**src/rtl/core/sha1e_pkg.sv**
```systemverilog
`timescale 1ns / 1ps
// sha1e_pkg: shared types and constants of the sha-1 hash engine
// used by sha1e_round and sha1_hash_engine_core, depends on nothing

package sha1e_pkg;

    typedef enum logic [2:0] {
        ST_IDLE,
        ST_PAD,
        ST_LOAD,
        ST_ROUND,
        ST_FIN,
        ST_EMIT_RD,
        ST_EMIT_WR
    } sha1e_state_t;

    // working variables a..e, element 0 is a
    typedef logic [4:0][31:0] sha1e_words_t;

    // control from the sequencer to the round datapath
    typedef struct packed {
        logic       load;
        logic [2:0] idx;
        logic       step;
        logic [6:0] rnd;
    } sha1e_rctl_t;

    localparam logic [31:0] H0_INIT = 32'h67452301;
    localparam logic [31:0] H1_INIT = 32'hEFCDAB89;
    localparam logic [31:0] H2_INIT = 32'h98BADCFE;
    localparam logic [31:0] H3_INIT = 32'h10325476;
    localparam logic [31:0] H4_INIT = 32'hC3D2E1F0;

    localparam logic [31:0] K_CH  = 32'h5A827999;
    localparam logic [31:0] K_PAR = 32'h6ED9EBA1;
    localparam logic [31:0] K_MAJ = 32'h8F1BBCDC;
    localparam logic [31:0] K_END = 32'hCA62C1D6;

    localparam logic [7:0] PAD_MARK   = 8'h80;
    localparam logic [5:0] LAST_BYTE  = 6'd63;
    localparam logic [5:0] LEN_START  = 6'd56;
    localparam logic [2:0] HASH_LAST  = 3'd4;
    localparam logic [6:0] XFER_LAST  = 7'd5;
    localparam logic [6:0] ROUND_LAST = 7'd79;
    localparam logic [6:0] SCHED_LEN  = 7'd16;
    localparam logic [6:0] ROUND_P1   = 7'd20;
    localparam logic [6:0] ROUND_P2   = 7'd40;
    localparam logic [6:0] ROUND_P3   = 7'd60;

    function automatic logic [31:0] init_word(input logic [2:0] idx);
        logic [31:0] w;
        case (idx)
            3'd0:    w = H0_INIT;
            3'd1:    w = H1_INIT;
            3'd2:    w = H2_INIT;
            3'd3:    w = H3_INIT;
            3'd4:    w = H4_INIT;
            default: w = H0_INIT;
        endcase
        return w;
    endfunction

endpackage

```
**src/rtl/core/sha1e_round.sv**
```systemverilog
`timescale 1ns / 1ps
// sha1e_round: working variables, rolling 16-word message schedule and round logic
// depends on sha1e_pkg

module sha1e_round (
    input  logic                  clk,
    input  sha1e_pkg::sha1e_rctl_t ctl,
    input  logic [31:0]           load_word,
    input  logic [31:0]           buf_word,
    output sha1e_pkg::sha1e_words_t wv
);
    import sha1e_pkg::*;

    sha1e_words_t wv_reg;
    logic [31:0]  sched_reg [0:15];

    logic [31:0] a, b, c, d, e;
    logic [31:0] x_mix, w, f, k, sum;

    always_comb
    begin
        a = wv_reg[0];
        b = wv_reg[1];
        c = wv_reg[2];
        d = wv_reg[3];
        e = wv_reg[4];
        // newest schedule word sits in tap 0
        x_mix = sched_reg[2] ^ sched_reg[7] ^ sched_reg[13] ^ sched_reg[15];
        w = (ctl.rnd < SCHED_LEN) ? buf_word : {x_mix[30:0], x_mix[31]};
        if (ctl.rnd < ROUND_P1)
        begin
            f = (b & c) | (~b & d);
            k = K_CH;
        end
        else if (ctl.rnd < ROUND_P2)
        begin
            f = b ^ c ^ d;
            k = K_PAR;
        end
        else if (ctl.rnd < ROUND_P3)
        begin
            f = (b & c) | (b & d) | (c & d);
            k = K_MAJ;
        end
        else
        begin
            f = b ^ c ^ d;
            k = K_END;
        end
        sum = {a[26:0], a[31:27]} + f + e + k + w;
    end

    always_ff @(posedge clk)
    begin
        if (ctl.load)
        begin
            wv_reg[ctl.idx] <= load_word;
        end
        else if (ctl.step)
        begin
            wv_reg[4] <= d;
            wv_reg[3] <= c;
            wv_reg[2] <= {b[1:0], b[31:2]};
            wv_reg[1] <= a;
            wv_reg[0] <= sum;
            sched_reg[0] <= w;
            for (int j = 1; j < 16; j++)
            begin
                sched_reg[j] <= sched_reg[j-1];
            end
        end
    end

    assign wv = wv_reg;

endmodule

```
**src/rtl/core/sha1_hash_engine_core.sv**
```systemverilog
`timescale 1ns / 1ps
// sha1_hash_engine_core: sha-1 digest of a byte stream, top level
// depends on sha1e_pkg and sha1e_round
//
// usage
//  - input channel (in_valid/in_ready): one beat carries msg_byte, has_byte and
//    end_of_msg; a beat with has_byte low and end_of_msg low is a no-op
//  - output channel (out_valid/out_ready): five beats per message, digest words
//    h0..h4 with word_index 0..4, last_word high on the fifth
//  - byte beats are taken one per cycle while idle; the 64th byte of a block
//    starts compression, during which in_ready is low: chain read, 80 rounds at
//    one per cycle, chain read-modify-write
//  - the end beat pads one byte per cycle (0x80, zeros, 64-bit length) with one
//    or two compressions, then emits each word in a read and a write state through
//    the chain memory read port; in_ready stays low until the last word is loaded
//  - a stalled receiver holds the word in the output register and the engine
//    waits; the next message may start while the fifth word is still pending
//  - reset clears control state only; chain values sit behind per-entry valid
//    bits and read as the initial values until written, so no clearing pass

module sha1_hash_engine_core (
    input  logic        clk,
    input  logic        rst_n,
    input  logic        in_valid,
    output logic        in_ready,
    input  logic [7:0]  msg_byte,
    input  logic        has_byte,
    input  logic        end_of_msg,
    output logic        out_valid,
    input  logic        out_ready,
    output logic [31:0] digest_word,
    output logic [2:0]  word_index,
    output logic        last_word
);
    import sha1e_pkg::*;

    // sequencer state
    sha1e_state_t state_reg, state_next;
    logic [6:0]   cnt_reg, cnt_next;
    logic [5:0]   fill_reg, fill_next;
    logic [23:0]  acc_reg, acc_next;        // partial big-endian word
    logic [63:0]  bit_cnt_reg, bit_cnt_next;
    logic         pad_pend_reg, pad_pend_next;  // message closed, padding underway
    logic         first_reg, first_next;        // 0x80 marker still to go
    logic         len_phase_reg, len_phase_next;
    logic [4:0]   chain_vld_reg, chain_vld_next;

    // output register
    logic         out_valid_reg, out_valid_next;
    logic [31:0]  digest_word_reg, digest_word_next;
    logic [2:0]   word_index_reg, word_index_next;
    logic         last_word_reg, last_word_next;

    // block buffer memory, 16 words of four message bytes
    logic [31:0]  buf_mem [0:15];
    logic         buf_we;
    logic [3:0]   buf_waddr, buf_raddr;
    logic [31:0]  buf_q_reg;

    // chain value memory, 5 words
    logic [31:0]  chain_mem [0:4];
    logic         chain_we;
    logic [31:0]  chain_wdata;
    logic [2:0]   chain_raddr;
    logic [31:0]  chain_q_reg;
    logic         chain_qv_reg;
    logic [2:0]   chain_qi_reg;
    logic [31:0]  chain_rd;

    // byte insertion
    logic         put_en;
    logic [7:0]   put_val;
    logic [2:0]   len_sel;
    logic [7:0]   len_byte;

    sha1e_rctl_t  rctl;
    sha1e_words_t wv;

    sha1e_round u_round (
        .clk       (clk),
        .ctl       (rctl),
        .load_word (chain_rd),
        .buf_word  (buf_q_reg),
        .wv        (wv)
    );

    // unwritten chain entries read as the initial hash values
    assign chain_rd = chain_qv_reg ? chain_q_reg : init_word(chain_qi_reg);

    // length byte for fill positions 56..63, most significant first
    assign len_sel  = 3'd7 - fill_reg[2:0];
    assign len_byte = bit_cnt_reg[{len_sel, 3'b000} +: 8];

    assign buf_waddr   = fill_reg[5:2];
    assign buf_raddr   = (state_reg == ST_ROUND) ? (cnt_reg[3:0] + 4'd1) : 4'd0;
    assign chain_raddr = (cnt_reg[2:0] > HASH_LAST) ? 3'd0 : cnt_reg[2:0];

    assign in_ready    = (state_reg == ST_IDLE);
    assign out_valid   = out_valid_reg;
    assign digest_word = digest_word_reg;
    assign word_index  = word_index_reg;
    assign last_word   = last_word_reg;

    always_comb
    begin
        state_next       = state_reg;
        cnt_next         = cnt_reg;
        fill_next        = fill_reg;
        acc_next         = acc_reg;
        bit_cnt_next     = bit_cnt_reg;
        pad_pend_next    = pad_pend_reg;
        first_next       = first_reg;
        len_phase_next   = len_phase_reg;
        chain_vld_next   = chain_vld_reg;
        out_valid_next   = out_valid_reg & ~out_ready;
        digest_word_next = digest_word_reg;
        word_index_next  = word_index_reg;
        last_word_next   = last_word_reg;
        buf_we           = 1'b0;
        chain_we         = 1'b0;
        chain_wdata      = chain_rd + wv[chain_qi_reg];
        put_en           = 1'b0;
        put_val          = 8'd0;
        rctl             = '0;
        rctl.idx         = chain_qi_reg;
        rctl.rnd         = cnt_reg;

        case (state_reg)
            ST_IDLE:
            begin
                if (in_valid)
                begin
                    if (has_byte)
                    begin
                        put_en       = 1'b1;
                        put_val      = msg_byte;
                        bit_cnt_next = bit_cnt_reg + 64'd8;
                    end
                    if (end_of_msg)
                    begin
                        pad_pend_next  = 1'b1;
                        first_next     = 1'b1;
                        len_phase_next = 1'b0;
                        state_next     = ST_PAD;
                    end
                end
            end
            ST_PAD:
            begin
                put_en = 1'b1;
                if (first_reg)
                begin
                    put_val    = PAD_MARK;
                    first_next = 1'b0;
                end
                else if (len_phase_reg || (fill_reg == LEN_START))
                begin
                    put_val        = len_byte;
                    len_phase_next = 1'b1;
                end
                else
                begin
                    put_val = 8'd0;
                end
            end
            ST_LOAD:
            begin
                // one chain read per cycle, the data lands in the next cycle
                rctl.load = (cnt_reg != 7'd0);
                if (cnt_reg == XFER_LAST)
                begin
                    state_next = ST_ROUND;
                    cnt_next   = 7'd0;
                end
                else
                begin
                    cnt_next = cnt_reg + 7'd1;
                end
            end
            ST_ROUND:
            begin
                rctl.step = 1'b1;
                if (cnt_reg == ROUND_LAST)
                begin
                    state_next = ST_FIN;
                    cnt_next   = 7'd0;
                end
                else
                begin
                    cnt_next = cnt_reg + 7'd1;
                end
            end
            ST_FIN:
            begin
                // write entry i while entry i+1 is being read
                if (cnt_reg != 7'd0)
                begin
                    chain_we                     = 1'b1;
                    chain_vld_next[chain_qi_reg] = 1'b1;
                end
                if (cnt_reg == XFER_LAST)
                begin
                    cnt_next = 7'd0;
                    if (pad_pend_reg && len_phase_reg)
                    begin
                        state_next = ST_EMIT_RD;
                    end
                    else if (pad_pend_reg)
                    begin
                        state_next = ST_PAD;
                    end
                    else
                    begin
                        state_next = ST_IDLE;
                    end
                end
                else
                begin
                    cnt_next = cnt_reg + 7'd1;
                end
            end
            ST_EMIT_RD:
            begin
                state_next = ST_EMIT_WR;
            end
            ST_EMIT_WR:
            begin
                if (!out_valid_reg || out_ready)
                begin
                    out_valid_next   = 1'b1;
                    digest_word_next = chain_rd;
                    word_index_next  = chain_qi_reg;
                    last_word_next   = (chain_qi_reg == HASH_LAST);
                    if (cnt_reg[2:0] == HASH_LAST)
                    begin
                        // reload: initial chain, empty length, no pending pad
                        chain_vld_next = '0;
                        bit_cnt_next   = '0;
                        pad_pend_next  = 1'b0;
                        len_phase_next = 1'b0;
                        first_next     = 1'b0;
                        cnt_next       = 7'd0;
                        state_next     = ST_IDLE;
                    end
                    else
                    begin
                        cnt_next   = cnt_reg + 7'd1;
                        state_next = ST_EMIT_RD;
                    end
                end
            end
            default:
            begin
                state_next = ST_IDLE;
            end
        endcase

        // append one byte to the block, full block starts compression
        if (put_en)
        begin
            if (fill_reg[1:0] == 2'b11)
            begin
                buf_we = 1'b1;
            end
            else
            begin
                acc_next = {acc_reg[15:0], put_val};
            end
            fill_next = fill_reg + 6'd1;
            if (fill_reg == LAST_BYTE)
            begin
                state_next = ST_LOAD;
                cnt_next   = 7'd0;
            end
        end
    end

    always_ff @(posedge clk or negedge rst_n)
    begin
        if (!rst_n)
        begin
            state_reg     <= ST_IDLE;
            cnt_reg       <= '0;
            fill_reg      <= '0;
            bit_cnt_reg   <= '0;
            pad_pend_reg  <= 1'b0;
            first_reg     <= 1'b0;
            len_phase_reg <= 1'b0;
            chain_vld_reg <= '0;
            out_valid_reg <= 1'b0;
        end
        else
        begin
            state_reg     <= state_next;
            cnt_reg       <= cnt_next;
            fill_reg      <= fill_next;
            bit_cnt_reg   <= bit_cnt_next;
            pad_pend_reg  <= pad_pend_next;
            first_reg     <= first_next;
            len_phase_reg <= len_phase_next;
            chain_vld_reg <= chain_vld_next;
            out_valid_reg <= out_valid_next;
        end
    end

    // payload registers
    always_ff @(posedge clk)
    begin
        acc_reg         <= acc_next;
        digest_word_reg <= digest_word_next;
        word_index_reg  <= word_index_next;
        last_word_reg   <= last_word_next;
    end

    // block buffer memory
    always_ff @(posedge clk)
    begin
        if (buf_we)
        begin
            buf_mem[buf_waddr] <= {acc_reg, put_val};
        end
        buf_q_reg <= buf_mem[buf_raddr];
    end

    // chain value memory
    always_ff @(posedge clk)
    begin
        if (chain_we)
        begin
            chain_mem[chain_qi_reg] <= chain_wdata;
        end
        chain_q_reg  <= chain_mem[chain_raddr];
        chain_qv_reg <= chain_vld_reg[chain_raddr];
        chain_qi_reg <= chain_raddr;
    end

`ifndef SYNTH
    // no new message beat while the current one is still being finished
    a_no_accept_while_finishing: assert property (
        @(posedge clk) disable iff (!rst_n)
        pad_pend_reg |-> !in_ready
    ) else $error("input accepted while a message is finishing");

    // digest is emitted only after the length block left the buffer empty
    a_emit_block_aligned: assert property (
        @(posedge clk) disable iff (!rst_n)
        (state_reg == ST_EMIT_RD) |-> (fill_reg == 6'd0) && len_phase_reg
    ) else $error("digest emission with a partially filled block");

    // last flag matches the word position
    a_last_flag: assert property (
        @(posedge clk) disable iff (!rst_n)
        out_valid_reg |-> (last_word_reg == (word_index_reg == HASH_LAST))
    ) else $error("last_word does not match word_index");

    // compression leaves the round loop exactly after the last round
    a_round_exit: assert property (
        @(posedge clk) disable iff (!rst_n)
        (state_reg == ST_ROUND) && (cnt_reg == ROUND_LAST) |=> (state_reg == ST_FIN)
    ) else $error("round loop did not hand over to the chain update");
`endif

endmodule
```
**config.mk**
```make
export PLATFORM = sky130hd
export DESIGN_NAME = sha1_hash_engine_core
export DESIGN_NICKNAME = d
export VERILOG_FILES = /design/src/rtl/core/sha1e_pkg.sv /design/src/rtl/core/sha1e_round.sv /design/src/rtl/core/sha1_hash_engine_core.sv
export SDC_FILE = /design/constraint.sdc
export NUM_CORES = 2
export LEC_CHECK = 0
export ABC_AREA = 1
export BUFFER_PORTS_ARGS = -buffer_cell sky130_fd_sc_hd__buf_4
export CAP_MARGIN = 25
export CORE_MARGIN = 5
export CORE_UTILIZATION = 60
export DETAILED_ROUTE_END_ITERATION = 10
export PLACE_DENSITY = 0.76
export SYNTH_ARGS = -nofsm -noshare
export SYNTH_HDL_FRONTEND = slang
export SYNTH_HIERARCHICAL = 1
export SYNTH_SLANG_ARGS = --single-unit
```
**constraint.sdc**
```tcl
create_clock -name clk -period 25.7 [get_ports clk]
set_input_delay 2.57 -clock clk [delete_from_list [all_inputs] [get_ports clk]]
set_output_delay 2.57 -clock clk [all_outputs]
set_load 0.01 [all_outputs]
```
==> summary.md <==
| Metric | Value |
|---|---|
| Initial drt markers | `5942` |
| Fillers | `8209` |
| Normalized max-slew margin | `28.68%` |
| Root Buffer Master | `clkbuf_16` |
| Die width | `350.2 um` |
| Top cells by area, synth | `edfxtp_1 61%, nand2_1 6.3%, inv_1 4.5%` |
| Syn Area/Cell | `11.40 um^2` |
| Register area share after synthesis | `65.79%` |
| Clk slew on worst S/H paths | `60 ps` |
| Vias per cell | `5.998` |
| Row Count | `124` |
| Post-CTS Setup Inserts | `0` |
| First-pass GRT wire length | `269.2 mm` |
| Drt pass-1 iters | `6` |
| EDFF count, synth | `1404` |
| Area Overhead vs Synth | `10.12%` |
| Main synth FF type | `edfxtp_1` |
| Post-synth ARST share | `5.520%` |
| Critical Path RT | `26110 ps` |
| Avg WL per Cell | `23.01 um` |
| CTS tree | `yes` |
| DIE AREA | `122600 um^2` |
| Syn nets | `6300` |
| IO Count | `52` |
| Pin count of the biggest net entering global routing | `196` |
| Post-synthesis cell area | `69430 um^2` |
| CP Class | `flop to flop` |
| Final Cycle Share | `23.52%` |
| Post-Synthesis Cells | `6091` |
| Outcome | `finished, final reports clean` |
| Flops & latches, synth | `1558` |
| Number of global-route vias before repair | `44960` |
| Crit end category | `flop` |
| Yosys warns | `6` |
| Final TNS setup | `0 ps` |
| Antenna-violating nets left | `0` |
| RSZ-0062 raised after global routing | `no` |
| Num Clock Sinks | `1558` |
| Min setup slack post-route | `19650 ps` |
| Inserted Clock Buffers | `153` |
| CTS HTree Levels | `4` |
| Max cap viols | `0` |
| Routed WL | `179.0 mm` |
| Post-synth top area share | `60.73%` |
| Nets | `6349` |
| Clock latency on the worst-skew pair | `760 ps` |
| Core Region | `114700 um^2` |
| DRC Markers | `0` |
| Arr. time, crit path | `6450 ps` |
| Final setup fails | `0` |
| Vias | `46670` |
| Worst setup SP type | `flop` |
| Clock Tree Buf Depth | `3` |
| I/O Buffers | `51` |
| Total track usage | `29.08%` |
| Initial antenna violation count | `4` |
| Post-route minimum period | `6045 ps` |
| Worst slew pin tran | `1069 ps` |
| Fmax achieved | `165.4 MHz` |
| CTS resizes | `0` |
| Detailed Place HPWL | `113.1 mm` |
| Critical path fanouts, max | `195` |
| Initial Utilization | `60.55%` |
| Placer Congestion | `0.9571` |
| Synth area leader | `edfxtp_1` |
| Die Height | `350.2 um` |
| Dpl ws | `19030 ps` |
| Hold Fails Final Rpt | `0` |
| Post-CTS Hold Buffers | `0` |
| Overflow after GRT | `0` |
| Worst Skew | `24.17 ps` |
| Hold Path Class | `flop to flop` |
| Post-synth cell types | `60` |
| Share of cells above drive strength 1 | `7.436%` |
| Final Slew Violations | `0` |
path summary, 6_finish.rpt:
path / start / to / slack, ps / depth (start not counted)
worst max-delay path: cnt_reg[0] / u_round/sched_reg[1][58] / 19650 / 13
worst min-delay path: u_round/sched_reg[1][89] / u_round/sched_reg[1][121] / 410 / 0
worst max register to register: cnt_reg[0] / u_round/sched_reg[1][58] / 19650 / 13
worst min register to register: u_round/sched_reg[1][89] / u_round/sched_reg[1][121] / 410 / 0
max in group asynchronous: rst_n / bit_cnt_reg[26] / 22810 / 2
min in group asynchronous: rst_n / out_valid / 1800 / 1
critical path, stage by stage (launching register included):
cell     delay [ps]
dfrtp_1         500
inv_4           550
ha_1            300
inv_1            60
nor3_1          360
nor2_4          220
inv_2           310
nand2_1         290
inv_8           690
buf_12          700
buf_4           340
buf_16          350
buf_4           230
buf_16          330
kinds of logic (layout without fill, tap and decap cells):
group | Yosys count | after routing | synth area share, %
muxes | 1 | 1 | 0.01442
and+or+nand+nor | 2153 | 2153 | 13.07
AOI/OAI and AO/OA | 1021 | 1021 | 9.161
buffers and inverters | 1072 | 1248 | 5.992
DFF | 1558 | 1558 | 65.79
other | 0 | 2 | 0
adders and majority gates | 195 | 195 | 4.823
xor gates and xnor gates | 91 | 91 | 1.148
layout make-up:
cell class / count / area [um^2] / share of cell area, %
clock inverters: 74 / 794.5 / 1.039
well taps: 1512 / 1892 / 2.474
multi-input cells: 3461 / 19760 / 25.84
diodes: 2 / 5.005 / 0.006546
clock buffers: 208 / 4179 / 5.466
inverters: 850 / 3207 / 4.194
flip-flops and latches: 1558 / 45670 / 59.74
repair buffers: 116 / 947.2 / 1.239
synth_stat cells (all sizes together), types with 43 or more instances:
cell,count
edfxtp,1404
nand2,1186
inv,845
nor2,448
nand3,386
o21ai,334
o211ai,265
a21oi,147
o22ai,126
fa,121
clkbuf,119
buf,103
dfrtp,86
ha,74
dfxtp,68
xnor2,67
nand4,58
o21bai,43
per-layer routing:
metal	track usage (%)	wire, um	up-vias
li1	-	-	21120
met1	41.00	70740	22470
met2	44.36	79790	2638
met3	6.819	20230	447
met4	11.99	8271	2
met5	0	7	-
cells in the final DEF, fill, tap and decap left out, drive strengths merged, types with 5 or more instances in the layout:
cell,n
o22ai,126
inv,850
dfxtp,68
nor2,448
o211ai,265
a21o,7
o21ai,334
ha,74
clkbuf,208
a21oi,147
o21a,7
fa,121
nand3b,5
buf,116
edfxtp,1404
nand2,1186
bufinv,12
clkinv,58
or2,31
nand3,386
nand4,58
a31oi,35
o21bai,43
nor3,33
xor2,24
dfrtp,86
o31ai,32
xnor2,67
o221ai,12
through the flow:
step / utilization, % / hold slack (ps) / area [um^2] / cells
2_1_floorplan: - / 400.3 / 69430 / 6091
3_3_place_gp: 62.26 / 400.2 / 71380 / 7493
3_5_place_dp: 62.27 / 404.5 / 71390 / 7494
4_1_cts: 66.61 / 409.8 / 76370 / 7776
5_1_grt: 66.68 / 417.2 / 76450 / 7779
6_report: 66.68 / 408.8 / 76450 / 7781
Power is not shown: default switching activity piles up to over one toggle a cycle in this logic, so the estimate is an artifact.
